**config.mk**
```make
export PLATFORM = sky130hd
export DESIGN_NAME = eabv_sum
export DESIGN_NICKNAME = d
export VERILOG_FILES = /design/src/design/eabv_pkg.sv /design/src/design/eabv_sum.sv
export SDC_FILE = /design/constraint.sdc
export NUM_CORES = 1
export LEC_CHECK = 0
export ABC_AREA = 1
export BUFFER_PORTS_ARGS = -buffer_cell sky130_fd_sc_hd__buf_2
export CAP_MARGIN = 0
export CORE_UTILIZATION = 40
export DETAILED_ROUTE_END_ITERATION = 16
export PLACE_DENSITY = 0.7
export SYNTH_ARGS = -nofsm -noshare
export SYNTH_HDL_FRONTEND = slang
export SYNTH_SLANG_ARGS = --single-unit
```
**constraint.sdc**
```tcl
create_clock -name clk -period 10.25 [get_ports clk]
set_input_delay 2.5625 -clock clk [delete_from_list [all_inputs] [get_ports clk]]
set_output_delay 2.5625 -clock clk [all_outputs]
set_load 0.01 [all_outputs]
```
**src/design/eabv_pkg.sv**
```systemverilog
`default_nettype none

package eabv_pkg;

    localparam int TABLE_BITS    = 10;
    localparam int FRACTION_BITS = 14;
    localparam int ANGLE_W       = 16;
    localparam int FIELD_W       = 16;

    // signed sine/cosine and product width: holds +-2^FRACTION_BITS
    localparam int SW      = FRACTION_BITS + 2;
    localparam int SUM_W   = SW + 1;
    localparam int QUARTER = 1 << (TABLE_BITS - 2);
    localparam int ROM_W   = (QUARTER + 1) * SW;

    localparam logic [63:0] HALF_PI_Q61 = 64'h3243F6A8885A308D;

    typedef logic signed [SW-1:0]      sval_t;
    typedef logic signed [SUM_W-1:0]   ssum_t;
    typedef logic signed [FIELD_W-1:0] field_t;
    typedef logic [TABLE_BITS-1:0]     tidx_t;
    typedef logic [TABLE_BITS-2:0]     taddr_t;

    localparam ssum_t UNIT_S = ssum_t'(1 << FRACTION_BITS);

    typedef struct packed {
        logic [ANGLE_W-1:0] pitch_angle;
        logic [ANGLE_W-1:0] yaw_angle;
        logic [ANGLE_W-1:0] roll_angle;
    } angles_t;

    typedef struct packed {
        field_t forward_x;
        field_t forward_y;
        field_t forward_z;
        field_t right_x;
        field_t right_y;
        field_t right_z;
        field_t up_x;
        field_t up_y;
        field_t up_z;
    } basis_t;

    typedef struct packed {
        sval_t sp;
        sval_t cp;
        sval_t sy;
        sval_t cy;
        sval_t sr;
        sval_t cr;
    } trig_t;

    // first product level; a and b feed the second level with sy/cy
    typedef struct packed {
        sval_t fx;
        sval_t fy;
        sval_t fz;
        sval_t a;
        sval_t rxb;
        sval_t ryb;
        sval_t rz;
        sval_t b;
        sval_t uxb;
        sval_t uyb;
        sval_t uz;
        sval_t sy;
        sval_t cy;
    } prod_t;

    typedef struct packed {
        sval_t fx;
        sval_t fy;
        sval_t fz;
        sval_t rxa;
        sval_t rxb;
        sval_t rya;
        sval_t ryb;
        sval_t rz;
        sval_t uxa;
        sval_t uxb;
        sval_t uya;
        sval_t uyb;
        sval_t uz;
    } chain_t;

    // (a * b) >> 61, elaboration only
    function automatic logic [63:0] mul_q61(input logic [63:0] a, input logic [63:0] b);
        logic [127:0] p;
        p = {64'd0, a} * {64'd0, b};
        return p[124:61];
    endfunction

    function automatic logic [63:0] sub_floor(input logic [63:0] s, input logic [63:0] t);
        return (s >= t) ? s - t : 64'd0;
    endfunction

    // Quarter-wave sine, Taylor series in Q61, rounded to FRACTION_BITS
    function automatic logic [ROM_W-1:0] build_sine_rom();
        logic [ROM_W-1:0] rom;
        logic [63:0]      x;
        logic [63:0]      x2;
        logic [63:0]      term;
        logic [63:0]      sum;
        rom = '0;
        for (int k = 0; k <= QUARTER; k++)
        begin
            x = (HALF_PI_Q61 / 64'(QUARTER)) * 64'(k)
                + ((HALF_PI_Q61 % 64'(QUARTER)) * 64'(k)) / 64'(QUARTER);
            x2   = mul_q61(x, x);
            term = x;
            sum  = x;
            term = mul_q61(term, x2) / 64'd6;   sum = sub_floor(sum, term);
            term = mul_q61(term, x2) / 64'd20;  sum = sum + term;
            term = mul_q61(term, x2) / 64'd42;  sum = sub_floor(sum, term);
            term = mul_q61(term, x2) / 64'd72;  sum = sum + term;
            term = mul_q61(term, x2) / 64'd110; sum = sub_floor(sum, term);
            term = mul_q61(term, x2) / 64'd156; sum = sum + term;
            term = mul_q61(term, x2) / 64'd210; sum = sub_floor(sum, term);
            term = mul_q61(term, x2) / 64'd272; sum = sum + term;
            term = mul_q61(term, x2) / 64'd342; sum = sub_floor(sum, term);
            term = mul_q61(term, x2) / 64'd420; sum = sum + term;
            term = mul_q61(term, x2) / 64'd506; sum = sub_floor(sum, term);
            term = mul_q61(term, x2) / 64'd600; sum = sum + term;
            term = mul_q61(term, x2) / 64'd702; sum = sub_floor(sum, term);
            sum = (sum + (64'd1 << (60 - FRACTION_BITS))) >> (61 - FRACTION_BITS);
            if (sum > (64'd1 << FRACTION_BITS))
            begin
                sum = 64'd1 << FRACTION_BITS;
            end
            rom[k*SW +: SW] = sum[SW-1:0];
        end
        return rom;
    endfunction

    localparam logic [ROM_W-1:0] SINE_ROM = build_sine_rom();

    function automatic sval_t table_sine(input tidx_t idx);
        logic [1:0]            quad;
        logic [TABLE_BITS-3:0] pos;
        taddr_t                addr;
        sval_t                 v;
        quad = idx[TABLE_BITS-1 -: 2];
        pos  = idx[TABLE_BITS-3:0];
        addr = quad[0] ? taddr_t'(QUARTER) - taddr_t'(pos) : taddr_t'(pos);
        v    = sval_t'(SINE_ROM[addr*SW +: SW]);
        return quad[1] ? -v : v;
    endfunction

    // floor((a * b) / 2^FRACTION_BITS)
    function automatic sval_t fx_mul(input sval_t a, input sval_t b);
        logic signed [2*SW-1:0] p;
        p = a * b;
        return sval_t'(p >>> FRACTION_BITS);
    endfunction

    function automatic field_t clamp_field(input ssum_t v);
        ssum_t c;
        if (v > UNIT_S)
        begin
            c = UNIT_S;
        end
        else if (v < -UNIT_S)
        begin
            c = -UNIT_S;
        end
        else
        begin
            c = v;
        end
        return field_t'(c);
    endfunction

endpackage

`default_nettype wire

```
**src/design/eabv_sum.sv**
```systemverilog
`default_nettype none

module eabv_sum (
    input  wire logic             clk,
    input  wire logic             rst_n,
    input  wire logic             chain_valid,
    output logic                  chain_stall,
    input  wire eabv_pkg::chain_t chain,
    output logic                  basis_valid,
    input  wire logic             basis_stall,
    output eabv_pkg::basis_t      basis
);

    logic              valid_reg;
    logic              advance;
    eabv_pkg::basis_t  basis_reg;
    eabv_pkg::basis_t  basis_next;

    assign advance     = !valid_reg || !basis_stall;
    assign chain_stall = !advance;

    always_comb
    begin
        basis_next.forward_x = eabv_pkg::clamp_field(eabv_pkg::ssum_t'(chain.fx));
        basis_next.forward_y = eabv_pkg::clamp_field(eabv_pkg::ssum_t'(chain.fy));
        basis_next.forward_z = eabv_pkg::clamp_field(eabv_pkg::ssum_t'(chain.fz));
        basis_next.right_x   = eabv_pkg::clamp_field(eabv_pkg::ssum_t'(chain.rxa)
                                                     + eabv_pkg::ssum_t'(chain.rxb));
        basis_next.right_y   = eabv_pkg::clamp_field(eabv_pkg::ssum_t'(chain.rya)
                                                     + eabv_pkg::ssum_t'(chain.ryb));
        basis_next.right_z   = eabv_pkg::clamp_field(eabv_pkg::ssum_t'(chain.rz));
        basis_next.up_x      = eabv_pkg::clamp_field(eabv_pkg::ssum_t'(chain.uxa)
                                                     + eabv_pkg::ssum_t'(chain.uxb));
        basis_next.up_y      = eabv_pkg::clamp_field(eabv_pkg::ssum_t'(chain.uya)
                                                     + eabv_pkg::ssum_t'(chain.uyb));
        basis_next.up_z      = eabv_pkg::clamp_field(eabv_pkg::ssum_t'(chain.uz));
    end

    always_ff @(posedge clk or negedge rst_n)
    begin
        if (!rst_n)
        begin
            valid_reg <= 1'b0;
        end
        else if (advance)
        begin
            valid_reg <= chain_valid;
        end
    end

    always_ff @(posedge clk)
    begin
        if (advance && chain_valid)
        begin
            basis_reg <= basis_next;
        end
    end

    assign basis_valid = valid_reg;
    assign basis       = basis_reg;

endmodule

`default_nettype wire
```
# ---- Yosys cells after proc, flatten, opt, wreduce, memory -nomap -nowiden
# Cells that the tools add are included.
dict set report word_totals {
  reg_bits 145
  input_bits 212
  out_inout_bits 146
  elab_cells 64
}
dict set report op_classes {
  n_addsub 4
  magnitude_cmp 18
  muxes 9
  n_reduce_logical 14
}
# operator n
set ops {}
lappend ops {{16-bit 2-to-1 mux} 9}
lappend ops {{16-bit > comparator, second input constant} 5}
lappend ops {{16-bit by 15-bit < comparator with 1-bit output, second input constant} 5}
lappend ops {{16-bit by 16-bit adder with 17-bit output} 4}
lappend ops {{17-bit by 16-bit > comparator with 1-bit output, second input constant} 4}
lappend ops {{17-bit by 15-bit < comparator with 1-bit output, second input constant} 4}
lappend ops {{2-bit OR reduction} 9}
lappend ops {{1-bit logical NOT} 3}
lappend ops {{1-bit logical AND} 1}
lappend ops {{1-bit logical OR} 1}

# ---- Logic depth before layout (Yosys ltp)
dict set report depth {
  ltp_word 3
  ltp_mapped 17
  ltp_nobuf 16
}

# ---- Worst setup path after synthesis
# OpenSTA, ideal clock, no wires.
dict set report synth_timing {
  kind {input to register}
  from {input port basis_stall}
  to {register basis_reg, in the netlist basis[0], enable pin}
  setup_time_ps 649
  arrival_time_ps 8689
  t_required_ps 9601
  setup_slack_ps 912
  path_stages 3
  path_buffers 0
  cell_sequence {nand2_1 -> inv_1 -> nor2_1}
}
dict set report synth_between {
  elab_chain_len 3
}
# element line
set synth_rtl {}
lappend synth_rtl {{start: declaration} eabv_sum.sv:10} ;# input wire logic basis_stall,
lappend synth_rtl {{1-bit logical NOT} eabv_sum.sv:19} ;# assign advance = !valid_reg || !basis_stall;
lappend synth_rtl {{1-bit logical OR} eabv_sum.sv:19}
lappend synth_rtl {{1-bit logical AND} eabv_sum.sv:53} ;# if (advance && chain_valid)
lappend synth_rtl {{end signal: assignment} eabv_sum.sv:55} ;# basis_reg <= basis_next;
lappend synth_rtl {{end: declaration} eabv_sum.sv:16} ;# eabv_pkg::basis_t basis_reg;
# Every way passes these cells.
# A chain may end at the register's enable or synchronous reset.

# ---- Worst setup path after layout
dict set report layout_timing {
  from {input port basis_stall}
  to {output port chain_stall}
}
dict set report layout_between {
  elab_chain_len 3
}
# element line
set layout_rtl {}
lappend layout_rtl {{1-bit logical NOT} eabv_sum.sv:19}
lappend layout_rtl {{1-bit logical OR} eabv_sum.sv:19}
lappend layout_rtl {{1-bit logical NOT} eabv_sum.sv:20} ;# assign chain_stall = !advance;
lappend layout_rtl {{end: declaration} eabv_sum.sv:7} ;# output logic chain_stall,
# Every way passes these cells.

==> results.tsv <==
metric	value	unit
outcome	finished clean	
Die X	158	µm
core footprint	23800	µm²
commonest non-fill, non-tap cells in the layout	buf_2 (357), nand2_1 (316), inv_1 (225), nor2_1 (174), edfxtp_1 (144)	
Syn Inst Count	1239	
most common cell after layout, fill and taps aside	buf_2	
CP endpoint kind	output port	
initial antenna violation count	7	
Skew-Pair Late Insertion Delay	0.42	ns
RSZ-0062 raised after global routing	no	
Largest stage delay, worst path	0.14	ns
CP max stage cell	buf_2	
Syn Nets	1519	
H-tree depth	4	
routed via count	9085	
Yosys top cell by area	edfxtp_1	
critical path fanouts, max	2	
Max Clk Rate	0.182	GHz
Logic pwr share	0.270	
clk buf depth	2	
Root Driver	clkbuf_16	
post-CTS resize count	0	
Synth cell types	32	
Hold Buf Count CTS	0	
Chip Height	158	µm
max FFs per register	144	
Worst path most repeated cell	buf_2	
Crit path arrival time	2.93	ns
endpoints failing hold	0	
vias in the first global route	8522	
FP Rows	56	
Final WS setup	4.76	ns
Critical Setup Path Class	in2out	
sequential area share after synthesis	0.444	
CP Cell Sequence	buf_2 -> nand2_1 -> inv_1 -> buf_2	
Seq pwr share	0.401	
CTS Sinks	145	
cell area power density	147	nW/µm²
Starting Density	0.412	
clock skew	0.00832	ns
setup TNS	0	ns
Max Slew Vio Count	0	
NetSw	611	µW
Final min period	5.49	ns
DRT Wirelength	26600	µm
P_int	1220	µW
hpwl dp	22100	µm
Hold Crit Class	reg2reg	
worst reg2reg path depth	5	
leakage	0.00658	µW
Final Wtd Congestion	0.925	
drt via density	4.68	
area delta synth->final	27.6	%
Syn. warnings	0	
Pre-antenna DRT Iters	5	
nets@finish	1883	
Max VDD drop	0.0860	mV
# Post-CTS Setup Buffers	0	
CP Launch Type	input port	
Die Area	25100	µm²
Yosys reg bits	145	
global-route wire length before repair	40900	µm
synth top area cells	edfxtp_1 (44%), nand2_1 (12%), inv_1 (8.6%), ha_1 (8.2%), nor2_1 (6.7%)	
Reg clk slew, reported paths	0.07	ns
share of layout cells above drive strength 1	0.290	
Avg Inst Size Synth	7.90	µm²
Sw Share	0.333	
CTS Buf Count	17	
crit share post-route	0.536	
largest net degree at the start of global routing	75	
grt total ovfl	0	
Overall Global Routing Usage	0.211	
IO Pins	358	
Clock power frac	0.329	
Max-slew headroom	0.340	
DRC viols	0	
actual slew at the worst max-slew pin	0.990	ns
hold depth	2	
DRT iter0 DRCs	410	
max-cap violations	0	
CTS tree	yes	
endpoints failing setup	0	
top cell type's share of synthesized area	0.442	
synthesized area	9790	µm²
routed len/inst	13.7	µm
count of input and output buffers	357	
antenna viol nets, final	0	
Critical Path RT	7.69	ns
Setup WS pre-CTS	4.75	ns
power by group through the flow:
stage          clock (µW)  combinational [µW]  sequential [µW]
2_1_floorplan           0                 311              778
3_3_place_gp            0                 489              746
3_5_place_dp            0                 496              747
4_1_cts               618                 498              734
5_1_grt               636                 561              738
6_report              602                 495              734
per-layer routing:
layer,part of all wire,up-vias,GRT usage
li1,-,4706,-
met1,0.41,4045,0.238
met2,0.51,293,0.379
met3,0.062,39,0.0455
met4,0.024,2,0.0980
met5,0.00045,-,0
critical path: cells and delay by family:
family / cells / cell delay, ns
buffers and inverters: 3 / 0.31
and+or+nand+nor: 1 / 0.05
cell usage after synthesis:
cell and count:
nand2_1 316, inv_1 225, nor2_1 175, edfxtp_1 144, nand3_1 83, ha_1 64, a21oi_1 47, nand4_1 24
nand2_2 23, nor2_2 23, o21ai_0 16, nand3b_1 13, nor2_4 9, nor3_1 8, nor4_1 8, xor2_1 8
clkbuf_1 7, inv_2 6, nand3_2 6, a21oi_2 4, fa_1 4, o21a_1 4, o21bai_1 4, or2_2 4
and2_1 3, buf_1 3, buf_6 3, a21boi_1 1, buf_8 1, dfrtp_1 1, nand3_4 1, o21bai_2 1
cell type report:
type	count	area [µm²]
clock buffers	17	425
multi-input cells	849	4490
flip-flops and latches	145	4350
well taps	319	399
inverters	231	867
fillers	2295	11300
clock inverters	15	139
diodes	6	15.0
repair buffers	359	1800
path summary, 6_finish.rpt:
kind | slack (ns) | startpoint | endpoint
max in group asynchronous | 8.26 | rst_n | basis_valid$_DFFE_PN0N_
worst max register to register | 7.59 | basis_valid$_DFFE_PN0N_ | basis[40]$_SDFFCE_PP0P_
worst min register to register | 0.51 | basis_valid$_DFFE_PN0N_ | basis_valid$_DFFE_PN0N_
min in group asynchronous | 1.90 | rst_n | basis_valid$_DFFE_PN0N_
worst min-delay path | 0.51 | basis_valid$_DFFE_PN0N_ | basis_valid$_DFFE_PN0N_
worst max-delay path | 4.76 | basis_stall | chain_stall
logic make-up after synthesis:
family                     count (synthesis)  synth area share
xor gates and xnor gates                   8           0.00716
DFF                                      145             0.444
buffers and inverters                    245            0.0974
AOI/OAI and AO/OA                         77            0.0438
adders and majority gates                 68            0.0900
and+or+nand+nor                          696             0.317
through the flow:
stage	hold WS (ns)	area (µm²)	power, µW	utilization	cells
floorplan	0.525	9790	1090	-	1239
global placement	0.472	11900	1230	0.501	1903
detailed placement	0.485	11900	1240	0.501	1903
CTS	0.509	12500	1850	0.525	1935
global route	0.556	12500	1940	0.526	1940
finish	0.505	12500	1830	0.526	1941
Note: power is estimated with default switching activity, not from simulation.
