==> config.mk <==
export PLATFORM = sky130hd
export DESIGN_NAME = eabv_chain
export DESIGN_NICKNAME = d
export VERILOG_FILES = /design/src/design/eabv_pkg.sv /design/src/design/eabv_chain.sv
export SDC_FILE = /design/constraint.sdc
export NUM_CORES = 2
export LEC_CHECK = 0
export BUFFER_PORTS_ARGS = -buffer_cell sky130_fd_sc_hd__buf_2
export CORE_ASPECT_RATIO = 0.8
export CORE_UTILIZATION = 63
export CTS_CLUSTER_DIAMETER = 60
export DETAILED_ROUTE_END_ITERATION = 8
export GPL_TIMING_DRIVEN = 1
export PLACE_DENSITY = 0.84
export SLEW_MARGIN = 25
export SYNTH_ARGS = -nofsm -noshare
export SYNTH_HDL_FRONTEND = slang
export SYNTH_SLANG_ARGS = --single-unit
==> constraint.sdc <==
create_clock -name clk -period 15 [get_ports clk]
set_input_delay 0.75 -clock clk [delete_from_list [all_inputs] [get_ports clk]]
set_output_delay 0.75 -clock clk [all_outputs]
set_load 0.005 [all_outputs]
==> src/design/eabv_pkg.sv <==
`default_nettype none

package eabv_pkg;

    localparam int TABLE_BITS    = 10;
    localparam int FRACTION_BITS = 14;
    localparam int ANGLE_W       = 16;
    localparam int FIELD_W       = 16;

    // signed sine/cosine and product width: holds +-2^FRACTION_BITS
    localparam int SW      = FRACTION_BITS + 2;
    localparam int SUM_W   = SW + 1;
    localparam int QUARTER = 1 << (TABLE_BITS - 2);
    localparam int ROM_W   = (QUARTER + 1) * SW;

    localparam logic [63:0] HALF_PI_Q61 = 64'h3243F6A8885A308D;

    typedef logic signed [SW-1:0]      sval_t;
    typedef logic signed [SUM_W-1:0]   ssum_t;
    typedef logic signed [FIELD_W-1:0] field_t;
    typedef logic [TABLE_BITS-1:0]     tidx_t;
    typedef logic [TABLE_BITS-2:0]     taddr_t;

    localparam ssum_t UNIT_S = ssum_t'(1 << FRACTION_BITS);

    typedef struct packed {
        logic [ANGLE_W-1:0] pitch_angle;
        logic [ANGLE_W-1:0] yaw_angle;
        logic [ANGLE_W-1:0] roll_angle;
    } angles_t;

    typedef struct packed {
        field_t forward_x;
        field_t forward_y;
        field_t forward_z;
        field_t right_x;
        field_t right_y;
        field_t right_z;
        field_t up_x;
        field_t up_y;
        field_t up_z;
    } basis_t;

    typedef struct packed {
        sval_t sp;
        sval_t cp;
        sval_t sy;
        sval_t cy;
        sval_t sr;
        sval_t cr;
    } trig_t;

    // first product level; a and b feed the second level with sy/cy
    typedef struct packed {
        sval_t fx;
        sval_t fy;
        sval_t fz;
        sval_t a;
        sval_t rxb;
        sval_t ryb;
        sval_t rz;
        sval_t b;
        sval_t uxb;
        sval_t uyb;
        sval_t uz;
        sval_t sy;
        sval_t cy;
    } prod_t;

    typedef struct packed {
        sval_t fx;
        sval_t fy;
        sval_t fz;
        sval_t rxa;
        sval_t rxb;
        sval_t rya;
        sval_t ryb;
        sval_t rz;
        sval_t uxa;
        sval_t uxb;
        sval_t uya;
        sval_t uyb;
        sval_t uz;
    } chain_t;

    // (a * b) >> 61, elaboration only
    function automatic logic [63:0] mul_q61(input logic [63:0] a, input logic [63:0] b);
        logic [127:0] p;
        p = {64'd0, a} * {64'd0, b};
        return p[124:61];
    endfunction

    function automatic logic [63:0] sub_floor(input logic [63:0] s, input logic [63:0] t);
        return (s >= t) ? s - t : 64'd0;
    endfunction

    // Quarter-wave sine, Taylor series in Q61, rounded to FRACTION_BITS
    function automatic logic [ROM_W-1:0] build_sine_rom();
        logic [ROM_W-1:0] rom;
        logic [63:0]      x;
        logic [63:0]      x2;
        logic [63:0]      term;
        logic [63:0]      sum;
        rom = '0;
        for (int k = 0; k <= QUARTER; k++)
        begin
            x = (HALF_PI_Q61 / 64'(QUARTER)) * 64'(k)
                + ((HALF_PI_Q61 % 64'(QUARTER)) * 64'(k)) / 64'(QUARTER);
            x2   = mul_q61(x, x);
            term = x;
            sum  = x;
            term = mul_q61(term, x2) / 64'd6;   sum = sub_floor(sum, term);
            term = mul_q61(term, x2) / 64'd20;  sum = sum + term;
            term = mul_q61(term, x2) / 64'd42;  sum = sub_floor(sum, term);
            term = mul_q61(term, x2) / 64'd72;  sum = sum + term;
            term = mul_q61(term, x2) / 64'd110; sum = sub_floor(sum, term);
            term = mul_q61(term, x2) / 64'd156; sum = sum + term;
            term = mul_q61(term, x2) / 64'd210; sum = sub_floor(sum, term);
            term = mul_q61(term, x2) / 64'd272; sum = sum + term;
            term = mul_q61(term, x2) / 64'd342; sum = sub_floor(sum, term);
            term = mul_q61(term, x2) / 64'd420; sum = sum + term;
            term = mul_q61(term, x2) / 64'd506; sum = sub_floor(sum, term);
            term = mul_q61(term, x2) / 64'd600; sum = sum + term;
            term = mul_q61(term, x2) / 64'd702; sum = sub_floor(sum, term);
            sum = (sum + (64'd1 << (60 - FRACTION_BITS))) >> (61 - FRACTION_BITS);
            if (sum > (64'd1 << FRACTION_BITS))
            begin
                sum = 64'd1 << FRACTION_BITS;
            end
            rom[k*SW +: SW] = sum[SW-1:0];
        end
        return rom;
    endfunction

    localparam logic [ROM_W-1:0] SINE_ROM = build_sine_rom();

    function automatic sval_t table_sine(input tidx_t idx);
        logic [1:0]            quad;
        logic [TABLE_BITS-3:0] pos;
        taddr_t                addr;
        sval_t                 v;
        quad = idx[TABLE_BITS-1 -: 2];
        pos  = idx[TABLE_BITS-3:0];
        addr = quad[0] ? taddr_t'(QUARTER) - taddr_t'(pos) : taddr_t'(pos);
        v    = sval_t'(SINE_ROM[addr*SW +: SW]);
        return quad[1] ? -v : v;
    endfunction

    // floor((a * b) / 2^FRACTION_BITS)
    function automatic sval_t fx_mul(input sval_t a, input sval_t b);
        logic signed [2*SW-1:0] p;
        p = a * b;
        return sval_t'(p >>> FRACTION_BITS);
    endfunction

    function automatic field_t clamp_field(input ssum_t v);
        ssum_t c;
        if (v > UNIT_S)
        begin
            c = UNIT_S;
        end
        else if (v < -UNIT_S)
        begin
            c = -UNIT_S;
        end
        else
        begin
            c = v;
        end
        return field_t'(c);
    endfunction

endpackage

`default_nettype wire

==> src/design/eabv_chain.sv <==
`default_nettype none

module eabv_chain (
    input  wire logic             clk,
    input  wire logic             rst_n,
    input  wire logic             prod_valid,
    output logic                  prod_stall,
    input  wire eabv_pkg::prod_t  prod,
    output logic                  chain_valid,
    input  wire logic             chain_stall,
    output eabv_pkg::chain_t      chain
);

    logic              valid_reg;
    logic              advance;
    eabv_pkg::chain_t  chain_reg;
    eabv_pkg::chain_t  chain_next;

    assign advance    = !valid_reg || !chain_stall;
    assign prod_stall = !advance;

    // second level of the chained products: (-sr*sp) and (cr*sp) times cy and sy
    always_comb
    begin
        chain_next.fx  = prod.fx;
        chain_next.fy  = prod.fy;
        chain_next.fz  = prod.fz;
        chain_next.rxa = eabv_pkg::fx_mul(prod.a, prod.cy);
        chain_next.rxb = prod.rxb;
        chain_next.rya = eabv_pkg::fx_mul(prod.a, prod.sy);
        chain_next.ryb = prod.ryb;
        chain_next.rz  = prod.rz;
        chain_next.uxa = eabv_pkg::fx_mul(prod.b, prod.cy);
        chain_next.uxb = prod.uxb;
        chain_next.uya = eabv_pkg::fx_mul(prod.b, prod.sy);
        chain_next.uyb = prod.uyb;
        chain_next.uz  = prod.uz;
    end

    always_ff @(posedge clk or negedge rst_n)
    begin
        if (!rst_n)
        begin
            valid_reg <= 1'b0;
        end
        else if (advance)
        begin
            valid_reg <= prod_valid;
        end
    end

    always_ff @(posedge clk)
    begin
        if (advance && prod_valid)
        begin
            chain_reg <= chain_next;
        end
    end

    assign chain_valid = valid_reg;
    assign chain       = chain_reg;

endmodule

`default_nettype wire

## Word-level counts from Yosys, hierarchy flattened

Cells that the tools add are included.

- Bits in registers: 209
- Input port bits: 212
- Word-level logic and storage cells: 23

- $mul: 4
- Reduce and logical (&&, ||, !) cells: 5

Operator list:

| operator | number |
|---|---|
| multiplier 16 x 16 -> 30 bit | 4 |
| zero test 1 bit | 3 |
| logical AND 1 bit | 1 |
| logical OR 1 bit | 1 |

## Depth between registers and ports, before layout

- Word-level depth: 3
- Depth in mapped cells: 24
- Depth with buffers taken out: 23

## Worst setup path after synthesis

No wires, ideal clock.

- Path type: input port to flip-flop
- Start: in chain_stall
- End: reg chain_reg (netlist bit chain[0]), enable pin
- Arrival time: 10.102 ns
- Path slack: 4.093 ns
- Stages: 2
- Path buffers: 0
- Cell sequence: and2_1 -> nor2b_1

- Word-level cells in the longest chain between the ends: 3

Ends and longest elaborated chain:

| what | RTL line | RTL |
|---|---|---|
| start, declared | eabv_chain.sv:10 | `input wire logic chain_stall,` |
| zero test 1 bit | eabv_chain.sv:19 | `assign advance = !valid_reg \|\| !chain_stall;` |
| logical OR 1 bit | eabv_chain.sv:19 |  |
| logical AND 1 bit | eabv_chain.sv:54 | `if (advance && prod_valid)` |
| end signal, assigned | eabv_chain.sv:56 | `chain_reg <= chain_next;` |
| end, declared | eabv_chain.sv:16 | `eabv_pkg::chain_t chain_reg;` |

Every way passes these cells.
A chain may end at the register's enable or synchronous reset.

==> implementation parameters <==
Parameter                              Value

Routing
  Vias per std cell    5.43
  Wire length after detailed routing    98100 um
  Remaining routing DRC violations    0
  Vias    29000
  Starting DRT DRC Count    1944
  Count of TritonRoute iterations in the first routing pass    6
  Detail-routed net length per standard cell    18.4 um
  Post-detailed-route count of antenna-violating nets    0

CTS
  Clock Latency Late Sink    560 ps
  CTS Buffer Depth    3
  CTS root buf    sky130_fd_sc_hd__clkbuf_16
  Sink Count    209
  TritonCTS clock tree    done
  Number of levels the H-tree was split into    1
  Clock buffer count from CTS    24
  Number of setup buffers added after CTS    0
  Clock Pin Slew Worst Setup and Hold Paths    70 ps
  PostCTS Resize Cnt    0

Synthesis
  Flip-flop and latch count after synthesis    209
  Synthesized net count    5691
  Instance count of the mapped netlist    4187
  Top-area cell type share of the netlist area    46.7%
  Post-synthesis instance area    42400 um^2
  Count of flip-flops with a built-in enable after synthesis    208
  Average cell area after synthesis    10.1 um^2
  Cell taking the most area after synthesis    sky130_fd_sc_hd__fa_1
  Fraction of registers with async set or reset after synthesis    0.478%
  Fraction of the yosys area taken by sequential cells    14.8%
  Most used flip-flop cell after synthesis    sky130_fd_sc_hd__edfxtp_1
  Top cells by area in the synthesized netlist    sky130_fd_sc_hd__fa_1 (47%), sky130_fd_sc_hd__edfxtp_1 (15%), sky130_fd_sc_hd__inv_1 (9.8%)
  Total of warnings raised by yosys    0
  Count of distinct cell types in the synthesized netlist    51

Timing
  Worst-Margin Slew    1090 ps
  Post-layout min period    6900 ps
  Final hold vios    0
  Unrepaired setup endpoints after global routing    no
  WHS    362 ps
  Final setup violation count    0
  Normalized max-slew margin    27.2%
  Final TNS setup    0 ps
  Largest clock skew in the final design    28.6 ps
  Min setup slack post-route    8100 ps
  Final period utilization    46.0%
  Maximum clock frequency    145 MHz
  Number of max-slew violations in the final report    0

Floorplan
  Initial Util    64.1%
  Total Die Area    68300 um^2
  Placement Rows    84
  I/O pin total    422
  Die H    234 um
  Core Footprint    66100 um^2
  Die boundary width    292 um

Global routing
  First-pass GRT wire length    162000 um
  Total global-route track usage    30.3%
  Antenna violations before repair    9
  Number of global-route vias before repair    32100
  Maximum number of pins on one net before global-route repair    182
  Remaining global-route overflow    0

Final layout
  Area occupied by multi-input gates    31200 um^2
  Total Nets Final    5953
  Post-layout util    69.2%
  Layout area overhead    7.98%
  Count of filler cells inserted in the layout    4938
  Commonest non-fill, non-tap cell in the layout    sky130_fd_sc_hd__inv_1
  Share of final-layout standard cells stronger than drive strength 1    10.7%
  Max reg flops    208
  Sequential standard cell area    6270 um^2
  Commonest cells after routing, fill and taps aside    sky130_fd_sc_hd__inv_1 (1107), sky130_fd_sc_hd__fa_1 (988), sky130_fd_sc_hd__nand2_1 (489), sky130_fd_sc_hd__and2_1 (487), sky130_fd_sc_hd__buf_2 (421)

Critical path
  Worst Setup Start Kind    input pin
  Highest net fanout along the worst path    19
  Data required time of the critical path    15290 ps
  Kind of end point of the critical path    register
  Launch point of the worst path    prod[31]
  Cells on worst reg2reg path    3
  Reg2reg start    chain_valid
  Setup Crit Path Kind    input pin to register
  CP Data Arrival Time    7180 ps

Worst hold path
  Hold path depth    1
  Launch point of the worst hold path    prod[140]
  Hold Path Class    input pin to register

Run
  Number of max-cap violations    0

Place
  Buffers added on ports    421
  DP HPWL    75700 um
  Placement-stage worst setup slack    7600 ps
  Last weighted congestion value of the routability-driven placer    0.865

Outcome
  Result of the run    finished, final reports clean
logic make-up (layout without fill, tap and decap cells):
group	Yosys count	count (layout)	synth area share [%]
compound gates	132	132	2.27
xor+xnor	115	115	2.38
fa+ha+maj	1292	1292	55.7
buf+inv	1299	1579	11.5
flops	209	209	14.8
other cells	0	5	0
simple gates	1140	1140	13.4
timing repair:
action                                  in CTS  in global routing
endpoints found under the setup margin       0                  0
hold buffers                                 1                  0
hold endpoints to repair                     1                  0
synth_stat cells (2+ instances only):
master and instances:
sky130_fd_sc_hd__o21bai_1 4, sky130_fd_sc_hd__a21oi_1 27, sky130_fd_sc_hd__a21oi_2 2, sky130_fd_sc_hd__xor2_1 26, sky130_fd_sc_hd__o21a_1 14, sky130_fd_sc_hd__xnor2_1 89, sky130_fd_sc_hd__nor2b_1 6, sky130_fd_sc_hd__nand4_1 11
sky130_fd_sc_hd__o21ai_1 5, sky130_fd_sc_hd__o31a_1 3, sky130_fd_sc_hd__a21boi_0 3, sky130_fd_sc_hd__fa_1 988, sky130_fd_sc_hd__a2111oi_0 2, sky130_fd_sc_hd__clkbuf_1 189, sky130_fd_sc_hd__nor3_1 12, sky130_fd_sc_hd__a21o_1 27
sky130_fd_sc_hd__edfxtp_1 208, sky130_fd_sc_hd__o21ai_0 19, sky130_fd_sc_hd__nand2b_1 26, sky130_fd_sc_hd__nand2_1 489, sky130_fd_sc_hd__a31oi_2 2, sky130_fd_sc_hd__ha_1 304, sky130_fd_sc_hd__and2_1 487, sky130_fd_sc_hd__buf_1 2
sky130_fd_sc_hd__or3_1 5, sky130_fd_sc_hd__or2_2 2, sky130_fd_sc_hd__a211oi_1 10, sky130_fd_sc_hd__nor2_1 83, sky130_fd_sc_hd__nand3_1 12, sky130_fd_sc_hd__nor4_1 3, sky130_fd_sc_hd__inv_1 1107
layer usage:
| layer | part of all wire (%) | track usage, % | vias to the layer above |
|---|---|---|---|
| met5 | 0.047 | 0 | - |
| met4 | 3.4 | 9.92 | 8 |
| met3 | 8.5 | 5.46 | 247 |
| met2 | 50 | 51.8 | 1285 |
| met1 | 38 | 39.5 | 14800 |
| li1 | - | - | 12600 |
layout make-up:
class	instances	area share, %
multi-input cells	2679	68.3
flip-flops and latches	209	13.7
inverters	1108	9.09
repair buffers	427	4.74
well taps	860	2.35
clock buffers	29	1.44
clock inverters	15	0.380
diodes	5	0.0273
final timing paths:
path	slack, ps	end
max in group asynchronous	14390	chain_valid
min in group asynchronous	520	chain_valid
setup / recovery	8100	chain[46]
hold / removal	360	chain[140]
hold reg to reg	730	chain_valid
setup reg to reg	12390	chain[157]
per-stage QoR:
stage | cell area (um^2) | instances
after floorplan | 42400 | 4187
after global placement | 44900 | 5282
after detailed placement | 44900 | 5282
after CTS | 45700 | 5327
after global routing | 45700 | 5329
final | 45800 | 5332
worst max-delay path, cell delays in order:
cell and delay, ps:
sky130_fd_sc_hd__buf_2 330, sky130_fd_sc_hd__clkinv_1 730, sky130_fd_sc_hd__nor2_1 320, sky130_fd_sc_hd__fa_1 460, sky130_fd_sc_hd__fa_1 510, sky130_fd_sc_hd__fa_1 430
sky130_fd_sc_hd__fa_1 470, sky130_fd_sc_hd__fa_1 490, sky130_fd_sc_hd__inv_1 50, sky130_fd_sc_hd__fa_1 470, sky130_fd_sc_hd__inv_1 40, sky130_fd_sc_hd__ha_1 310
sky130_fd_sc_hd__a21o_1 200, sky130_fd_sc_hd__a21o_1 220, sky130_fd_sc_hd__a2111oi_4 280, sky130_fd_sc_hd__a31oi_2 180, sky130_fd_sc_hd__a31oi_2 330, sky130_fd_sc_hd__nor3_2 110
sky130_fd_sc_hd__o31a_1 310, sky130_fd_sc_hd__nor2_2 110, sky130_fd_sc_hd__xnor2_1 70
Power is not shown: default switching activity piles up to over one toggle a cycle in this logic, so the estimate is an artifact.
